**src/design/c2s_pkg.sv**
```systemverilog
// ----------------------------------------------------------------------------
// c2s_pkg
// Shared constants, types and the arctangent table of the cartesian to
// spherical converter
// ----------------------------------------------------------------------------
package c2s_pkg;

    localparam int ROTATION_STAGES = 16;
    localparam int COORD_WIDTH     = 24;
    localparam int GUARD_BITS      = 6;
    localparam int TABLE_LEN       = 24;
    localparam int NSTAGE          = (ROTATION_STAGES < TABLE_LEN) ? ROTATION_STAGES : TABLE_LEN;

    localparam int DP_W   = COORD_WIDTH + GUARD_BITS + 3;
    localparam int MAG_W  = DP_W - 1;
    localparam int ACC_W  = 32;
    localparam int ANG_W  = 16;
    localparam int IDX_W  = $clog2(TABLE_LEN);
    localparam int GAIN_W = 30;
    localparam int PROD_W = MAG_W + GAIN_W;
    localparam int LENR_W = MAG_W + 1 - GUARD_BITS;

    localparam logic [GAIN_W-1:0] GAIN_INV = GAIN_W'(652032874);
    localparam logic [ACC_W-1:0]  ACC_PI   = 32'h8000_0000;
    localparam logic [ACC_W-1:0]  ACC_HALF = 32'h0000_8000;

    localparam logic signed [ANG_W-1:0] EL_MAX = 16'sd16384;
    localparam logic signed [ANG_W-1:0] EL_MIN = -16'sd16384;

    typedef logic signed [DP_W-1:0]  t_dp;
    typedef logic        [MAG_W-1:0] t_mag;
    typedef logic        [ACC_W-1:0] t_acc;
    typedef logic        [IDX_W-1:0] t_idx;

    typedef struct packed {
        t_acc                           az;
        logic signed [COORD_WIDTH-1:0]  z;
        logic                           last;
        logic                           zero_vec;
        logic                           planar_zero;
    } t_side;

    typedef struct packed {
        logic signed [ANG_W-1:0]        azimuth;
        logic signed [ANG_W-1:0]        elevation;
        logic [COORD_WIDTH-1:0]         vector_length;
        logic                           last_out;
    } t_res;

    localparam t_acc ATAN_TABLE [TABLE_LEN] = '{
        32'h20000000, 32'h12E4051E, 32'h09FB385B, 32'h051111D4,
        32'h028B0D43, 32'h0145D7E1, 32'h00A2F61E, 32'h00517C55,
        32'h0028BE53, 32'h00145F2F, 32'h000A2F98, 32'h000517CC,
        32'h00028BE6, 32'h000145F3, 32'h0000A2FA, 32'h0000517D,
        32'h000028BE, 32'h0000145F, 32'h00000A30, 32'h00000518,
        32'h0000028C, 32'h00000146, 32'h000000A3, 32'h00000051
    };

    function automatic t_acc atan_of(input t_idx idx);
        t_acc v;
        v = '0;
        if (int'(idx) < TABLE_LEN) begin
            v = ATAN_TABLE[idx];
        end
        return v;
    endfunction

endpackage

```
**src/design/c2s_cell.sv**
```systemverilog
// ----------------------------------------------------------------------------
// c2s_cell
// One vectoring rotation step, registered, with the side data riding along
// ----------------------------------------------------------------------------
module c2s_cell (
    input  logic           i_clk,
    input  logic           i_rst_n,
    input  logic           i_en,
    input  c2s_pkg::t_idx  i_stage,
    input  logic           i_valid,
    input  c2s_pkg::t_dp   i_x,
    input  c2s_pkg::t_dp   i_y,
    input  c2s_pkg::t_acc  i_acc,
    input  c2s_pkg::t_side i_side,
    output logic           o_valid,
    output c2s_pkg::t_dp   o_x,
    output c2s_pkg::t_dp   o_y,
    output c2s_pkg::t_acc  o_acc,
    output c2s_pkg::t_side o_side
);
    import c2s_pkg::*;

    logic  r_valid;
    t_dp   r_x, r_y, n_x, n_y, xs, ys;
    t_acc  r_acc, n_acc, ang;
    t_side r_side;

    always_comb begin
        xs  = i_x >>> i_stage;
        ys  = i_y >>> i_stage;
        ang = atan_of(i_stage);
        if (!i_y[DP_W-1]) begin
            n_x   = i_x + ys;
            n_y   = i_y - xs;
            n_acc = i_acc + ang;
        end else begin
            n_x   = i_x - ys;
            n_y   = i_y + xs;
            n_acc = i_acc - ang;
        end
    end

    always_ff @(posedge i_clk) begin
        if (!i_rst_n) begin
            r_valid <= 1'b0;
        end else if (i_en) begin
            r_valid <= i_valid;
        end
    end

    always_ff @(posedge i_clk) begin
        if (i_en) begin
            r_x    <= n_x;
            r_y    <= n_y;
            r_acc  <= n_acc;
            r_side <= i_side;
        end
    end

    assign o_valid = r_valid;
    assign o_x     = r_x;
    assign o_y     = r_y;
    assign o_acc   = r_acc;
    assign o_side  = r_side;

endmodule

```
**config.mk**
```make
export PLATFORM = sky130hd
export DESIGN_NAME = c2s_cell
export DESIGN_NICKNAME = d
export VERILOG_FILES = /design/src/design/c2s_pkg.sv /design/src/design/c2s_cell.sv
export SDC_FILE = /design/constraint.sdc
export NUM_CORES = 1
export LEC_CHECK = 0
export BUFFER_PORTS_ARGS = -buffer_cell sky130_fd_sc_hd__buf_2
export CORE_MARGIN = 2
export CORE_UTILIZATION = 40
export CTS_CLUSTER_DIAMETER = 30
export DETAILED_ROUTE_END_ITERATION = 10
export GPL_TIMING_DRIVEN = 0
export HOLD_SLACK_MARGIN = 0.05
export PLACE_DENSITY = 0.63
export SLEW_MARGIN = 20
export SYNTH_ARGS = -nofsm -noshare
export SYNTH_HDL_FRONTEND = slang
export SYNTH_SLANG_ARGS = --single-unit
```
**constraint.sdc**
```tcl
create_clock -name i_clk -period 5.9 [get_ports i_clk]
set_input_delay 0.59 -clock i_clk [delete_from_list [all_inputs] [get_ports i_clk]]
set_output_delay 0.59 -clock i_clk [all_outputs]
set_load 0.02 [all_outputs]
```
==> metrics.txt <==
outcome complete, no violations; post-route clock period utilization 0.986; clock sink total 158; Max Freq 172 MHz; vias in the first global route 15900; R2R setup slack 5.25 ns; critical path arrival 6.06 ns; # H-tree levels 4; Top Ports 324; starting DRC count in detailed routing 1893; DIE AREA 43500 sq um; Yosys cell types 88; Power Total 5.48 mW; Residual DRC 0; fin util 0.512; most frequent cells in the layout buf_2 (329), edfxtp_1 (157), a21oi_1 (151), nand2_1 (127), nor2_1 (121); reg2reg path depth 2; area delta synth->final 25.4%; # nets final 2390; Synth Warn # 0; Non-Filler Instances 2660; max incr delay on CP 0.43 ns; Min Clock Period, post-route 5.82 ns; Starting Density 0.408; Mean Syn Cell Area 9.77 sq um; post-synthesis sequential area ratio 0.283; Antenna Nets Post-Route 0; ratio of cells with drive above 1 in the final layout 0.343; CP Depth 24; Final Hold Fails 0; final WL 74300 um; Slew Viols, Final 0; worst rel slew slack 0.189; DP Cell Count 2566; filler cell count 3738; Buf/Inv on CP 6; die span in y 209 um; wire per inst 27.9 um; total core area 41000 sq um; most frequent CP cell buf_4; Crit path max-delay family compound AO/OA/AOI/OAI gates; first-pass GRT wire length 106000 um; Chip Width 209 um; Hold-fix buffers, CTS 0; post-synthesis cell count 1713; Num CTS Buffers 17; all-layer global routing usage 0.334; critical path type primary input to register; post-detail-place hpwl 56500 um; startpoint types primary input; setup tns final 0 ns; Crit. End Element register; RR Endpoint o_valid; VDD IR max 0.209 mV; Clock Tree Root clkbuf_16; critical path, cell by cell clkbuf_4, buf_6, buf_4, buf_4, buf_2, o21ai_0, a21oi_1, nor2_1, and2_1, and3_4, nor2_1, xor2_1, ha_2, nand3_1, o21ai_1, a211oi_2, buf_4, o31ai_4, a221o_1, a311o_1, a31oi_4, o21bai_4, a311oi_2, xnor2_1; slew at the pin closest to its max-slew limit 1.22 ns; Clock Latency Late Sink 0.50 ns; Final Wtd Congestion 1.07; Synth Net Count 1988; Hold Crit Class primary input to register; via/cell ratio 6.33; asr flop ratio synth 0; area share of the largest cell type after synthesis 0.282; row count 74; #FFs+latches synth 158; final setup violation count 0; max-cap violation count 0; largest net degree at the start of global routing 100; PD cells 261 nW/um^2; CP Launch Point i_stage[2]; Vias 16800; Static Leakage 8.73 nW; FF-to-FF Start o_valid; Synth area leader edfxtp_1; commonest non-fill, non-tap cell in the layout buf_2; Top FF cell, synth edfxtp_1; Worst EP required 6.14 ns; Setup crit end o_acc[30]; top post-synthesis cells by area edfxtp_1 (28%), mux4_2 (13%), ha_1 (7.9%); GR Overflow Total 0; diodes inserted 0; CTS tree yes; Critical Path Fanout Max 10; final clock skew 0 ns; synthesized area 16700 sq um; CP max-delay cell a21oi_1; Worst-path clk slew 0.08 ns; antenna violations before repair 1; DRT Pass-1 Iters 6; CTS Buffer Depth 2; port buffer count 320; Post-synth EDFFs 157
metal layers:
| metal | vias up | GRT usage | wire length (um) |
|---|---|---|---|
| met5 | - | 0 | 0 |
| met3 | 194 | 0.0815 | 7930 |
| li1 | 7391 | - | - |
| met1 | 8182 | 0.446 | 30300 |
| met4 | 0 | 0.160 | 3470 |
| met2 | 1076 | 0.510 | 32700 |
synth_stat cells (14+ instances only):
master    count
o21bai_1     16
buf_1        17
a21o_1       44
a21oi_1     157
nor2_1      126
clkbuf_1     39
nand3_1      40
and2_1       18
nor3_1       29
xnor2_1     105
inv_1        53
nand2_1     129
edfxtp_1    157
mux2_2       26
nor2b_1      24
a31oi_1      33
nand2b_1     21
ha_1        106
xor2_1       58
o21ai_0      84
and3_1       22
o211ai_1     14
mux2i_1      64
buf_2        27
mux4_2       98
cells by family (layout without fill, tap and decap cells):
family                     after synthesis  count (layout)  share of synthesized area
buffers and inverters                  151             566                     0.0413
and+or+nand+nor                        457             457                      0.132
muxes                                  188             188                      0.188
AOI/OAI and AO/OA                      487             487                      0.187
DFF                                    158             158                      0.283
xor gates and xnor gates               163             163                     0.0853
adders and majority gates              109             109                     0.0828
report_power, final:
group          switching (mW)  internal, mW  leakage (nW)
logic                    1.67          1.08          6.89
registers              0.0470          1.54          1.55
clock network           0.572         0.573         0.293
total                    2.29          3.19          8.73
sequential cells by signal (all words and copies together), names as in the netlist:
| name | cells |
|---|---|
| o_acc | 32 |
| o_valid | 1 |
| o_side | 59 |
| o_y | 33 |
| o_x | 33 |
per-stage QoR:
step | hold slack (ns) | area (sq um) | worst slack, ns
6_report | 0.264 | 21000 | 0.0836
3_5_place_dp | 0.551 | 19100 | -1.92
5_1_grt | 0.244 | 21000 | -0.0387
3_3_place_gp | 0.509 | 19100 | -1.91
4_1_cts | 0.234 | 20400 | -0.0215
2_1_floorplan | 0.589 | 16800 | -0.104
cell type report:
class,count,area (sq um),area share
clock buffer,17,425,0.0203
inverter,54,216,0.0103
tap,532,666,0.0317
buffer,90,679,0.0324
sequential,158,4730,0.226
timing repair buffer,390,2200,0.105
multi-input combinational,1404,11900,0.566
clock inverter,15,185,0.00882
worst min path at each step:
stage | from | to | slack (ns) | depth (start not counted)
floorplan | o_valid | o_valid | 0.59 | 2
global placement | o_valid | o_valid | 0.51 | 2
detailed placement | o_valid | o_valid | 0.55 | 2
CTS | i_side[51] | o_side[51] | 0.23 | 1
global route | i_side[51] | o_side[51] | 0.24 | 1
finish | i_side[51] | o_side[51] | 0.26 | 1
repair_timing:
| item | 4_1_cts | 5_1_grt |
|---|---|---|
| cloned | 0 | 1 |
| resized for setup | 126 | 102 |
| pin swaps | 20 | 31 |
| buffers inserted | 35 | 33 |
| endpoints found under the setup margin | 54 | 24 |
Power figures use the tool's default switching activity.
