===== config.mk =====
export PLATFORM = sky130hd
export DESIGN_NAME = c2s_prep
export DESIGN_NICKNAME = d
export VERILOG_FILES = /design/src/design/c2s_pkg.sv /design/src/design/c2s_prep.sv
export SDC_FILE = /design/constraint.sdc
export NUM_CORES = 1
export LEC_CHECK = 0
export ABC_AREA = 1
export BUFFER_PORTS_ARGS = -buffer_cell sky130_fd_sc_hd__buf_2
export CORE_AREA = 2 2 88 124
export DETAILED_ROUTE_END_ITERATION = 16
export DIE_AREA = 0 0 90 126
export PLACE_DENSITY_LB_ADDON = 0.2
export SLEW_MARGIN = 40
export SYNTH_ARGS = -nofsm -noshare
export SYNTH_HDL_FRONTEND = slang
export SYNTH_SLANG_ARGS = --single-unit

===== constraint.sdc =====
create_clock -name i_clk -period 1.7 [get_ports i_clk]
set_clock_uncertainty 0.2 [all_clocks]
set_input_delay 0.085 -clock i_clk [delete_from_list [all_inputs] [get_ports i_clk]]
set_output_delay 0.085 -clock i_clk [all_outputs]
set_load 0.05 [all_outputs]

===== src/design/c2s_pkg.sv =====
// ----------------------------------------------------------------------------
// c2s_pkg
// Shared constants, types and the arctangent table of the cartesian to
// spherical converter
// ----------------------------------------------------------------------------
package c2s_pkg;

    localparam int ROTATION_STAGES = 16;
    localparam int COORD_WIDTH     = 24;
    localparam int GUARD_BITS      = 6;
    localparam int TABLE_LEN       = 24;
    localparam int NSTAGE          = (ROTATION_STAGES < TABLE_LEN) ? ROTATION_STAGES : TABLE_LEN;

    localparam int DP_W   = COORD_WIDTH + GUARD_BITS + 3;
    localparam int MAG_W  = DP_W - 1;
    localparam int ACC_W  = 32;
    localparam int ANG_W  = 16;
    localparam int IDX_W  = $clog2(TABLE_LEN);
    localparam int GAIN_W = 30;
    localparam int PROD_W = MAG_W + GAIN_W;
    localparam int LENR_W = MAG_W + 1 - GUARD_BITS;

    localparam logic [GAIN_W-1:0] GAIN_INV = GAIN_W'(652032874);
    localparam logic [ACC_W-1:0]  ACC_PI   = 32'h8000_0000;
    localparam logic [ACC_W-1:0]  ACC_HALF = 32'h0000_8000;

    localparam logic signed [ANG_W-1:0] EL_MAX = 16'sd16384;
    localparam logic signed [ANG_W-1:0] EL_MIN = -16'sd16384;

    typedef logic signed [DP_W-1:0]  t_dp;
    typedef logic        [MAG_W-1:0] t_mag;
    typedef logic        [ACC_W-1:0] t_acc;
    typedef logic        [IDX_W-1:0] t_idx;

    typedef struct packed {
        t_acc                           az;
        logic signed [COORD_WIDTH-1:0]  z;
        logic                           last;
        logic                           zero_vec;
        logic                           planar_zero;
    } t_side;

    typedef struct packed {
        logic signed [ANG_W-1:0]        azimuth;
        logic signed [ANG_W-1:0]        elevation;
        logic [COORD_WIDTH-1:0]         vector_length;
        logic                           last_out;
    } t_res;

    localparam t_acc ATAN_TABLE [TABLE_LEN] = '{
        32'h20000000, 32'h12E4051E, 32'h09FB385B, 32'h051111D4,
        32'h028B0D43, 32'h0145D7E1, 32'h00A2F61E, 32'h00517C55,
        32'h0028BE53, 32'h00145F2F, 32'h000A2F98, 32'h000517CC,
        32'h00028BE6, 32'h000145F3, 32'h0000A2FA, 32'h0000517D,
        32'h000028BE, 32'h0000145F, 32'h00000A30, 32'h00000518,
        32'h0000028C, 32'h00000146, 32'h000000A3, 32'h00000051
    };

    function automatic t_acc atan_of(input t_idx idx);
        t_acc v;
        v = '0;
        if (int'(idx) < TABLE_LEN) begin
            v = ATAN_TABLE[idx];
        end
        return v;
    endfunction

endpackage


===== src/design/c2s_prep.sv =====
// ----------------------------------------------------------------------------
// c2s_prep
// Entry stage: scales the vector, folds the left half plane and flags the
// zero cases
// ----------------------------------------------------------------------------
module c2s_prep (
    input  logic                                  i_clk,
    input  logic                                  i_rst_n,
    input  logic                                  i_en,
    input  logic                                  i_valid,
    input  logic signed [c2s_pkg::COORD_WIDTH-1:0] i_x,
    input  logic signed [c2s_pkg::COORD_WIDTH-1:0] i_y,
    input  logic signed [c2s_pkg::COORD_WIDTH-1:0] i_z,
    input  logic                                  i_last,
    output logic                                  o_valid,
    output c2s_pkg::t_dp                          o_x,
    output c2s_pkg::t_dp                          o_y,
    output c2s_pkg::t_acc                         o_acc,
    output c2s_pkg::t_side                        o_side
);
    import c2s_pkg::*;

    logic  r_valid;
    t_dp   r_x, r_y, n_x, n_y, sx, sy;
    t_acc  r_acc, n_acc;
    t_side r_side, n_side;

    always_comb begin
        sx    = t_dp'(i_x) <<< GUARD_BITS;
        sy    = t_dp'(i_y) <<< GUARD_BITS;
        n_x   = sx;
        n_y   = sy;
        n_acc = '0;
        if (i_x < 0) begin
            n_x   = -sx;
            n_y   = -sy;
            n_acc = ACC_PI;
        end
        n_side.az          = '0;
        n_side.z           = i_z;
        n_side.last        = i_last;
        n_side.planar_zero = (i_x == '0) && (i_y == '0);
        n_side.zero_vec    = (i_x == '0) && (i_y == '0) && (i_z == '0);
    end

    always_ff @(posedge i_clk) begin
        if (!i_rst_n) begin
            r_valid <= 1'b0;
        end else if (i_en) begin
            r_valid <= i_valid;
        end
    end

    always_ff @(posedge i_clk) begin
        if (i_en) begin
            r_x    <= n_x;
            r_y    <= n_y;
            r_acc  <= n_acc;
            r_side <= n_side;
        end
    end

    assign o_valid = r_valid;
    assign o_x     = r_x;
    assign o_y     = r_y;
    assign o_acc   = r_acc;
    assign o_side  = r_side;

endmodule


==> load_flow_metrics.sql <==
INSERT INTO impl_metrics (metric_group, metric, value, unit) VALUES
('die', 'start_util', '0.452', ''),
('hold_path', 'worstHoldStart', 'i_y[15]', ''),
('clocking', 'root_buffer', 'clkbuf_16', ''),
('routing', 'ant_nets', '0', ''),
('global_routing', 'antenna_violations_before_repair', '0', ''),
('power_and_ir_drop', 'worst_ir_drop_vdd', '0.453', 'mV'),
('clocking', 'htree_num_levels', '3', ''),
('worst_setup_path', 'worstSetupStartpointType', 'input port', ''),
('placement', 'port-buffer-count', '159', ''),
('worst_setup_path', 'worstSetupEndpointType', 'register', ''),
('global_routing', 'grt_start_max_net_pins', '31', ''),
('worst_setup_path', 'path_class', 'in -> reg', ''),
('die', 'floorplan.die.height', '126', 'µm'),
('sta', 'slew_viol_final', '0', ''),
('die', 'core-area', '10200', 'µm²'),
('logic_synthesis', 'synth_warnings', '0', ''),
('logic_synthesis', 'synth_edf_count', '82', ''),
('global_routing', 'globalRouteTotalUtil', '0.187', ''),
('logic_synthesis', 'synth.ff_latch_count', '83', ''),
('global_routing', 'grt_remaining_overflow', '0', ''),
('worst_setup_path', 'critical_path.most_common_cell', 'nand2_1', ''),
('logic_synthesis', 'postSynth.asyncResetShare', '0', ''),
('logic_synthesis', 'netlist_area', '4630', 'µm²'),
('sta', 'final_min_period_over_clock_period', '0.971', ''),
('status', 'status', 'complete, no violations', ''),
('worst_setup_path', 'cpPeakStageDelay', '0.53', 'ns'),
('power_and_ir_drop', 'powerDensity', '933', 'nW/µm²'),
('run', 'maxCapViolations', '0', ''),
('final_layout', 'fin_nets', '811', ''),
('final_layout', 'antenna_cells_inserted', '0', ''),
('worst_setup_path', 'crit_path_slowest_cell', 'dlygate4sd3_1', ''),
('sta', 'slew_headroom', '0.490', ''),
('routing', 'via_count', '3852', ''),
('die', 'rows', '44', ''),
('die', 'die_extent_in_x', '90', 'µm'),
('routing', 'drt_iter0_drc', '83', ''),
('clocking', 'clkSlewWorstSetupHoldPaths', '0.06', 'ns'),
('worst_setup_path', 'cp_max_fo', '4', ''),
('global_routing', 'grt_pass1_wl', '17000', 'µm'),
('routing', 'detail_route.first_pass.iterations', '4', ''),
('routing', 'detail_route.wl_per_cell', '12.5', 'µm'),
('clocking', 'cts_buffers', '9', ''),
('die', 'floorplan.io_pins', '235', ''),
('routing', 'drc_errors', '0', ''),
('routing', 'routed_wirelength', '10900', 'µm'),
('worst_setup_path', 'worstPathCellList', 'dlygate4sd3_1, buf_2, nor2_4, nand3_1, nor2_2, nand2_1, nand2_1, nand2_1, nand2_1, nand2_1', ''),
('sta', 'period_minus_slack', '1.65', 'ns'),
('worst_setup_path', 'worst_r2r_startpoint', 'o_valid', ''),
('clocking', 'max-clock-path-buffers', '2', ''),
('final_layout', 'syn2layout_area_growth', '39.9', '%'),
('final_layout', 'postLayoutCoreUtil', '0.633', ''),
('routing', 'avgViaCountPerCell', '4.41', ''),
('sta', 'setup_repair_after_global_routing_missed_its_margin', 'yes', ''),
('die', 'die_area', '11300', 'µm²'),
('logic_synthesis', 'post-synth-top-area-cell', 'edfxtp_1', ''),
('placement', 'place.gp.congestion', '0.864', ''),
('placement', 'placed_wire_length_estimate_after_detailed_placement', '7920', 'µm'),
('final_layout', 'layout.filler_cells', '847', ''),
('clocking', 'cts_tree', 'yes', ''),
('final_layout', 'layout_cells_sized_above_1', '0.317', ''),
('sta', 'worst-slew-pin-transition', '0.762', 'ns'),
('logic_synthesis', 'dominant_synthesized_flop_cell', 'edfxtp_1', ''),
('clocking', 'clk-insertion-delay-late', '0.32', 'ns'),
('logic_synthesis', 'synth-seq-area-share', '0.536', ''),
('logic_synthesis', 'synth_most_common_cell', 'nand2_1', ''),
('worst_setup_path', 'crit_start', 'i_y[7]', ''),
('power_and_ir_drop', 'leakagePower', '0.00303', 'µW'),
('worst_setup_path', 'cp.required', '1.58', 'ns'),
('clocking', 'clock_sink_count', '83', ''),
('worst_setup_path', 'cp_top_family', 'simple AND/OR/NAND/NOR gates', ''),
('worst_setup_path', 'crit_buf_inv', '2', '');
==> repair_timing <==
action / CTS / global route
setup endpoints to repair: 0 / 21
setup buffers: 0 / 4
hold buffers: 73 / 0
endpoints found under the hold margin: 89 / 0
gates resized for setup: 0 / 40
==> worst reg2reg max path: stages, from the launching register on <==
cell and delay [ns]:
dfxtp_1 0.31, o21ai_0 0.15, a21oi_1 0.05, dlygate4sd3_1 0.55
==> cell usage in the layout (no fill, tap or decap), drive strengths merged <==
cell type     Yosys  routed
nand3b            4       4
nand3            32      32
a21oi             3       3
buf              81     165
dlymetal6s4s      0       1
nand2           112     112
inv              52      52
and3              1       1
xnor2             6       6
conb              1      78
xor2             20      20
nor2             65      65
o22ai             1       1
edfxtp           82      82
ha                2       2
dfxtp             1       1
o21ai            13      13
dlygate4sd3       0      72
clkbuf            0      10
nor4              2       2
or2               1       1
nand4             3       3
a21o              1       1
clkinvlp          0       1
clkinv            0       4
nor3              4       4
==> through the flow <==
step                setup WS, ns  cell area, µm²  TNS [ns]  cells  hold WS (ns)
CTS                       0.0104            6350         0    873       0.00535
detailed placement         0.109            5360         0    785        0.0687
floorplan                  0.391            4920         0    564       -0.0215
finish                    0.0499            6480         0    874        0.0206
global placement           0.134            5360         0    785        0.0642
global route             -0.0195            6480   -0.0570    874        0.0197
==> area by class of cell <==
cell class,count,area [µm²],area share
Sequential cell,83,2480,0.383
Inverter,52,195,0.0301
Multi-Input combinational cell,348,1760,0.271
Clock buffer,10,229,0.0353
Timing Repair Buffer,238,1610,0.248
Clock inverter,5,31.3,0.00483
Tap cell,138,173,0.0267
==> power by group <==
part / leakage [µW] / total, µW / internal [µW] / switching (µW)
clock: 0.000128 / 1710 / 975 / 732
combinational: 0.00209 / 1820 / 418 / 1400
sequential: 0.000809 / 2510 / 2470 / 45.3
total: 0.00303 / 6040 / 3860 / 2180
==> cell families (layout without fill, tap and decap cells) <==
kind of cell,Yosys count,in the layout,share of synthesized area
and+or+nand+nor,224,224,0.217
buffers and inverters,133,305,0.171
DFF,83,83,0.536
xor gates and xnor gates,26,26,0.0492
AOI/OAI and AO/OA,18,18,0.0203
adders and majority gates,2,2,0.00540
other,1,78,0.000810
==> sequential cells by signal, indices dropped and copies added (netlist names) <==
signal   flops
o_x         27
o_acc        1
o_y         27
o_side      27
o_valid      1
==> path summary, 6_finish.rpt <==
check                               end  slack, ns  cells past startpoint
worst min register to register  o_valid       0.88                      3
worst min-delay path            o_y[21]       0.02                      3
worst max register to register  o_valid       0.34                      3
worst max-delay path            o_y[28]       0.05                     10
==> per-layer routing <==
layer  share of wire  vias up  global-route usage
met2            0.56      162               0.363
met4           0.020        0              0.0643
li1                -     1910                   -
met5               0        -                   0
met1            0.36     1762               0.199
met3           0.058       18              0.0395
(Power assumes the default switching activity.)
