## config.mk

```make
export PLATFORM = sky130hd
export DESIGN_NAME = c2s_gain
export DESIGN_NICKNAME = d
export VERILOG_FILES = /design/src/design/c2s_pkg.sv /design/src/design/c2s_gain.sv
export SDC_FILE = /design/constraint.sdc
export NUM_CORES = 1
export LEC_CHECK = 0
export ABC_AREA = 1
export BUFFER_PORTS_ARGS = -buffer_cell sky130_fd_sc_hd__buf_2
export CAP_MARGIN = 25
export CORE_ASPECT_RATIO = 2
export CORE_MARGIN = 5
export CORE_UTILIZATION = 30
export DETAILED_ROUTE_END_ITERATION = 8
export SLEW_MARGIN = 20
export SYNTH_ARGS = -nofsm -noshare
export SYNTH_HDL_FRONTEND = slang
export SYNTH_SLANG_ARGS = --single-unit
```

## constraint.sdc

```tcl
create_clock -name i_clk -period 14.15 [get_ports i_clk]
set_input_delay 2.1225 -clock i_clk [delete_from_list [all_inputs] [get_ports i_clk]]
set_output_delay 2.1225 -clock i_clk [all_outputs]
set_load 0.1 [all_outputs]
```

## src/design/c2s_pkg.sv

```systemverilog
// ----------------------------------------------------------------------------
// c2s_pkg
// Shared constants, types and the arctangent table of the cartesian to
// spherical converter
// ----------------------------------------------------------------------------
package c2s_pkg;

    localparam int ROTATION_STAGES = 16;
    localparam int COORD_WIDTH     = 24;
    localparam int GUARD_BITS      = 6;
    localparam int TABLE_LEN       = 24;
    localparam int NSTAGE          = (ROTATION_STAGES < TABLE_LEN) ? ROTATION_STAGES : TABLE_LEN;

    localparam int DP_W   = COORD_WIDTH + GUARD_BITS + 3;
    localparam int MAG_W  = DP_W - 1;
    localparam int ACC_W  = 32;
    localparam int ANG_W  = 16;
    localparam int IDX_W  = $clog2(TABLE_LEN);
    localparam int GAIN_W = 30;
    localparam int PROD_W = MAG_W + GAIN_W;
    localparam int LENR_W = MAG_W + 1 - GUARD_BITS;

    localparam logic [GAIN_W-1:0] GAIN_INV = GAIN_W'(652032874);
    localparam logic [ACC_W-1:0]  ACC_PI   = 32'h8000_0000;
    localparam logic [ACC_W-1:0]  ACC_HALF = 32'h0000_8000;

    localparam logic signed [ANG_W-1:0] EL_MAX = 16'sd16384;
    localparam logic signed [ANG_W-1:0] EL_MIN = -16'sd16384;

    typedef logic signed [DP_W-1:0]  t_dp;
    typedef logic        [MAG_W-1:0] t_mag;
    typedef logic        [ACC_W-1:0] t_acc;
    typedef logic        [IDX_W-1:0] t_idx;

    typedef struct packed {
        t_acc                           az;
        logic signed [COORD_WIDTH-1:0]  z;
        logic                           last;
        logic                           zero_vec;
        logic                           planar_zero;
    } t_side;

    typedef struct packed {
        logic signed [ANG_W-1:0]        azimuth;
        logic signed [ANG_W-1:0]        elevation;
        logic [COORD_WIDTH-1:0]         vector_length;
        logic                           last_out;
    } t_res;

    localparam t_acc ATAN_TABLE [TABLE_LEN] = '{
        32'h20000000, 32'h12E4051E, 32'h09FB385B, 32'h051111D4,
        32'h028B0D43, 32'h0145D7E1, 32'h00A2F61E, 32'h00517C55,
        32'h0028BE53, 32'h00145F2F, 32'h000A2F98, 32'h000517CC,
        32'h00028BE6, 32'h000145F3, 32'h0000A2FA, 32'h0000517D,
        32'h000028BE, 32'h0000145F, 32'h00000A30, 32'h00000518,
        32'h0000028C, 32'h00000146, 32'h000000A3, 32'h00000051
    };

    function automatic t_acc atan_of(input t_idx idx);
        t_acc v;
        v = '0;
        if (int'(idx) < TABLE_LEN) begin
            v = ATAN_TABLE[idx];
        end
        return v;
    endfunction

endpackage

```

## src/design/c2s_gain.sv

```systemverilog
// ----------------------------------------------------------------------------
// c2s_gain
// Rotation gain correction: rounded multiply by the inverse gain, registered
// ----------------------------------------------------------------------------
module c2s_gain (
    input  logic           i_clk,
    input  logic           i_rst_n,
    input  logic           i_en,
    input  logic           i_valid,
    input  c2s_pkg::t_mag  i_mag,
    input  c2s_pkg::t_acc  i_acc,
    input  c2s_pkg::t_side i_side,
    output logic           o_valid,
    output c2s_pkg::t_mag  o_mag,
    output c2s_pkg::t_acc  o_acc,
    output c2s_pkg::t_side o_side
);
    import c2s_pkg::*;

    logic              r_valid;
    logic [PROD_W-1:0] prod, rnd;
    t_mag              r_mag, n_mag;
    t_acc              r_acc;
    t_side             r_side;

    always_comb begin
        prod  = PROD_W'(i_mag) * PROD_W'(GAIN_INV);
        rnd   = prod + (PROD_W'(1) << (GAIN_W - 1));
        n_mag = rnd[GAIN_W +: MAG_W];
    end

    always_ff @(posedge i_clk) begin
        if (!i_rst_n) begin
            r_valid <= 1'b0;
        end else if (i_en) begin
            r_valid <= i_valid;
        end
    end

    always_ff @(posedge i_clk) begin
        if (i_en) begin
            r_mag  <= n_mag;
            r_acc  <= i_acc;
            r_side <= i_side;
        end
    end

    assign o_valid = r_valid;
    assign o_mag   = r_mag;
    assign o_acc   = r_acc;
    assign o_side  = r_side;

endmodule

```

==> impl_metrics.env, run 1 <==
export IMPL_status="finished clean"
export IMPL_grt_start_max_net_pins=88
export IMPL_postLayoutCoreUtil_pct=34.0
export IMPL_cpMaxStageDelayCell="xnor2_1"
export IMPL_wl_mm=83.0
export IMPL_cts_tree="done"
export IMPL_gp_congestion=0.978
export IMPL_worst_setup_path_end_kind="flip-flop"
export IMPL_antenna_found_initial=0
export IMPL_vias=19500
export IMPL_die_w_um=217
export IMPL_critPathMaxFanout=6
export IMPL_first_global_vias=22000
export IMPL_dp_hpwl_mm=76.3
export IMPL_area_growth_pct=12.6
export IMPL_cts_htree_levels=4
export IMPL_fin_cells=4302
export IMPL_antenna_cells=0
export IMPL_overflow=0
export IMPL_postCtsSetupRepairBufs=0
export IMPL_start_kind="input pin"
export IMPL_drtIter0Drc=944
export IMPL_layout_min_cycle_time_ns=9.21
export IMPL_cts_hold_buf=0
export IMPL_fin_setup_tns_ns=0
export IMPL_final_common_cell="inv_1"
export IMPL_worst_r2r_setup_slack_ns=13.50
export IMPL_worst_pin_slew_ns=0.774
export IMPL_post_cts_resized=0
export IMPL_grt_use_met3_pct=1.41
export IMPL_final_antenna_net_count=0
export IMPL_drc=0
export IMPL_dp_cells=4269
export IMPL_grt_total_usage_pct=18.3
export IMPL_arrival_ns=9.37
export IMPL_clock_latency_ns=0.41
export IMPL_grt_met2_usage_pct=37.7
export IMPL_hold_viol=0
export IMPL_die_h_um=423
export IMPL_yosysSeqAreaShare_pct=14.5
export IMPL_nets=4157
export IMPL_relSlewSlack_pct=48.1
export IMPL_synth_fp_nets=3886
export IMPL_critical_path_max_stage_delay_ns=0.62
export IMPL_finalMaxSlewViolations=0
export IMPL_setup_viol=0
export IMPL_syn_avg_cell_area_um2=8.70
export IMPL_pin_count=251
export IMPL_required_ns=14.30
export IMPL_fp_dieArea_mm2=0.0917
export IMPL_grt_pass1_wl_mm=126
export IMPL_clk_pin_slew_worst_paths_ns=0.07
export IMPL_start_util_pct=30.2
export IMPL_cpMostUsedCell="inv_1"
export IMPL_skew_ns=0
export IMPL_timing_final_crit_share_pct=65.1
export IMPL_cts_sink_count=124
export IMPL_gr_max_usage_layer="met2"
export IMPL_fmax_mhz=109
export IMPL_yosys_warnings=0
export IMPL_routed_via_density=4.53
export IMPL_grt_use_met1_pct=15.2
export IMPL_rows=151
export IMPL_synth_distinct_cells=34
export IMPL_cts_inserted_buffers=17
export IMPL_port_buffer_count=250
export IMPL_cts_max_path_buffers=2
export IMPL_worstSetupPathType="in -> reg"
export IMPL_layout_drive_gt1_share_pct=12.8
export IMPL_ys_seq_elements=124
export IMPL_syn_area_mm2=0.0256
export IMPL_first_pass_iters=5
export IMPL_root_buffer="clkbuf_16"
export IMPL_hold_class="reg -> reg"
export IMPL_core_area_mm2=0.0848
export IMPL_rsz0062_at_grt="false"
export IMPL_maxCapViolCount=0
export IMPL_synthCells=2947
export IMPL_final_cell_mix="923 x inv_1, 638 x nand2_1, 455 x fa_1"
export IMPL_routedWlPerCell_um=19.3
==> metal layers <==
metal  up-vias  routed length (um)
li1       9190                   -
met3       289                1960
met4         0                8850
met1      9466               24000
met2       547               48200
met5         -                   0
==> state kept, by name (all words and copies together) (netlist names) <==
signal / cells
o_side: 59
o_mag: 32
o_valid: 1
o_acc: 32
==> critical path: cells and delay by family <==
family	cells	cell delay, ns
adders and majority gates	10	4.53
xor gates and xnor gates	1	0.62
AOI/OAI and AO/OA	1	0.13
and+or+nand+nor	9	0.78
buffers and inverters	12	1.17
==> stage by stage <==
step                worst slack [ns]  hold WS (ns)  instance area, um^2
global placement                4.61         0.544                28200
detailed placement              4.53         0.556                28200
global route                    4.62         0.615                28900
floorplan                       5.56         0.986                25600
CTS                             4.94         0.570                28800
finish                          4.94         0.566                28900
==> Yosys cell counts <==
| master | count | share of area [%] |
|---|---|---|
| nand3_2 | 4 | 0.16 |
| o21ai_0 | 4 | 0.078 |
| nand3_4 | 1 | 0.068 |
| xnor2_1 | 8 | 0.27 |
| o21bai_1 | 4 | 0.12 |
| edfxtp_1 | 123 | 14 |
| and2_4 | 1 | 0.034 |
| clkinv_1 | 6 | 0.088 |
| nor3_2 | 4 | 0.16 |
| clkinv_2 | 1 | 0.020 |
| inv_1 | 923 | 14 |
| or2_2 | 1 | 0.024 |
| or2_1 | 1 | 0.024 |
| nand2_1 | 638 | 9.3 |
| nor2b_1 | 1 | 0.024 |
| nor3_1 | 4 | 0.078 |
| nand2_4 | 4 | 0.18 |
| nor2_2 | 43 | 1.0 |
| and2_1 | 6 | 0.15 |
| a21oi_2 | 3 | 0.10 |
| dfxtp_1 | 1 | 0.078 |
| ha_1 | 357 | 17 |
| nand3_1 | 99 | 1.9 |
| nor3_4 | 1 | 0.063 |
| nand2_2 | 34 | 0.83 |
| a21o_1 | 3 | 0.088 |
| nand3b_1 | 1 | 0.029 |
| nor2_1 | 110 | 1.6 |
| inv_2 | 23 | 0.34 |
| xor2_1 | 13 | 0.44 |
| a21oi_1 | 35 | 0.68 |
| nor2_4 | 9 | 0.40 |
| fa_1 | 455 | 36 |
| nand4_1 | 26 | 0.63 |
==> logic make-up after synthesis <==
| family | after synthesis | share of synthesized area (%) |
|---|---|---|
| AOI/OAI and AO/OA | 49 | 1.07 |
| buffers and inverters | 953 | 14.0 |
| adders and majority gates | 812 | 53.0 |
| xor gates and xnor gates | 21 | 0.718 |
| DFF | 124 | 14.5 |
| and+or+nand+nor | 988 | 16.8 |
==> worst paths after layout <==
kind	from	to	depth (start not counted)
setup / recovery	i_mag[8]	o_mag[11]	33
hold / removal	o_valid	o_valid	2
setup reg to reg	o_valid	o_valid	2
hold reg to reg	o_valid	o_valid	2
==> area by class of cell <==
type	instances	area, um^2
Multi-Input combinational cell	1870	18300
Fill cell	8813	56000
Timing Repair Buffer	252	1290
Clock buffer	17	425
Tap cell	1071	1340
Sequential cell	124	3710
Clock inverter	15	173
Inverter	953	3580
Power of run 1 is not shown: default switching activity piles up to over one toggle a cycle in this logic, so the estimate is an artifact.
==> inputs of run 2 (changes only) <==
clock period = 8.46 ns   (was 14.15 ns; I/O delays follow)
==> impl_metrics.env, run 2 (synthesis results as in run 1) <==
export IMPL_status="finished clean"
export IMPL_worst_pin_slew_ns=0.971
export IMPL_critical_path_max_stage_delay_ns=0.81
export IMPL_cts_tree="done"
export IMPL_reg2reg_to="o_valid"
export IMPL_antenna_found_initial=1
export IMPL_routedWlPerCell_um=19.8
export IMPL_reg2reg_from="o_valid"
export IMPL_rsz0062_at_grt="false"
export IMPL_hold_class="reg -> reg"
export IMPL_worstSetupPathType="in -> reg"
export IMPL_worstRegToRegCells=2
export IMPL_final_common_cell="inv_1"
export IMPL_cpMostUsedCell="fa_1"
export IMPL_whs_ns=0.575
export IMPL_grt_start_max_net_pins=71
export IMPL_die_w_um=217
export IMPL_postCtsSetupRepairBufs=0
export IMPL_final_antenna_net_count=0
export IMPL_port_buffer_count=250
export IMPL_largest_register_ffs=59
export IMPL_first_pass_iters=7
export IMPL_holdPathStages=2
export IMPL_cts_sink_count=124
export IMPL_required_ns=8.63
export IMPL_worst_setup_path_end_kind="flip-flop"
export IMPL_min_from="o_valid"
export IMPL_placed_area_mm2=0.0293
export IMPL_rows=151
export IMPL_cts_inserted_buffers=17
export IMPL_cts_hold_buf=0
export IMPL_grt_total_usage_pct=19.6
export IMPL_dp_cells=4414
export IMPL_drtIter0Drc=830
export IMPL_cts_htree_levels=4
export IMPL_routed_via_density=4.43
export IMPL_area_growth_pct=16.7
export IMPL_layout_drive_gt1_share_pct=16.5
export IMPL_wl_mm=88.1
export IMPL_pin_count=251
export IMPL_relSlewSlack_pct=35.0
export IMPL_setup_viol=0
export IMPL_arrival_ns=8.37
export IMPL_worst_r2r_setup_slack_ns=7.77
export IMPL_root_buffer="clkbuf_16"
export IMPL_nets=4301
export IMPL_overflow=0
export IMPL_layout_min_cycle_time_ns=8.20
export IMPL_gp_congestion=1.04
export IMPL_hold_end="o_valid"
export IMPL_maxCapViolCount=0
export IMPL_die_h_um=423
export IMPL_hold_viol=0
export IMPL_clock_latency_ns=0.42
export IMPL_drc=0
export IMPL_cts_max_path_buffers=2
export IMPL_fin_area_mm2=0.0299
export IMPL_finalMaxSlewViolations=0
export IMPL_fmax_mhz=122
export IMPL_core_area_mm2=0.0848
export IMPL_final_cell_mix="923 x inv_1, 638 x nand2_1, 455 x fa_1"
export IMPL_fp_dieArea_mm2=0.0917
export IMPL_timing_final_crit_share_pct=96.9
export IMPL_cpMaxStageDelayCell="fa_1"
export IMPL_fin_cells=4447
export IMPL_critPathMaxFanout=3
export IMPL_first_global_vias=22400
export IMPL_dp_hpwl_mm=80.8
export IMPL_start_kind="input pin"
export IMPL_post_cts_resized=0
export IMPL_clk_pin_slew_worst_paths_ns=0.07
export IMPL_vias=19700
export IMPL_skew_ns=0
export IMPL_start_util_pct=30.2
export IMPL_grt_pass1_wl_mm=132
-- run 2: cell types whose count changed in the layout (fill, tap and decap cells not counted), sizes merged --
cell	before	now
inv	954	955
clkinv	11	9
buf	252	396
diode	0	1
clkinvlp	2	3
-- run 2: layer usage --
layer / track usage (%) / vias to the layer above / routed length (um)
met1: 15.8 / 9403 / 24700
met5: 0 / - / 0
met4: 18.4 / 0 / 11100
met3: 1.79 / 305 / 2060
met2: 39.5 / 518 / 50200
li1: - / 9473 / -
-- run 2: layout make-up --
type	instances	area, um^2
multi-input cells	1870	18300
clock inverters	15	174
well taps	1071	1340
repair buffers	396	2350
diodes	1	2.50
fillers	8762	54900
flip-flops and latches	124	3710
inverters	953	3580
clock buffers	17	425
-- run 2: worst max path at each step --
stage                 to  cells past startpoint      start
2_1_floorplan  o_mag[11]                     32   i_mag[8]
3_3_place_gp   o_mag[16]                     30  i_mag[15]
3_5_place_dp   o_mag[21]                     30  i_mag[15]
4_1_cts        o_mag[21]                     30  i_mag[15]
5_1_grt        o_mag[21]                     30  i_mag[16]
6_report       o_mag[17]                     30  i_mag[16]
-- run 2: worst max-delay path: cells and delay by family --
kind,cells,cell delay (ns)
xor gates and xnor gates,1,0.14
buffers and inverters,9,0.84
and+or+nand+nor,11,1.43
adders and majority gates,9,4.71
-- run 2: through the flow --
step                utilization, %  worst slack [ns]  setup TNS [ns]
floorplan                        -             0.720               0
detailed placement            34.6           -0.0118         -0.0178
global route                  35.3            0.0122               0
global placement              34.6           -0.0224         -0.0793
finish                        35.3             0.259               0
CTS                           35.3             0.414               0
Power of run 2 is left out for the same reason.
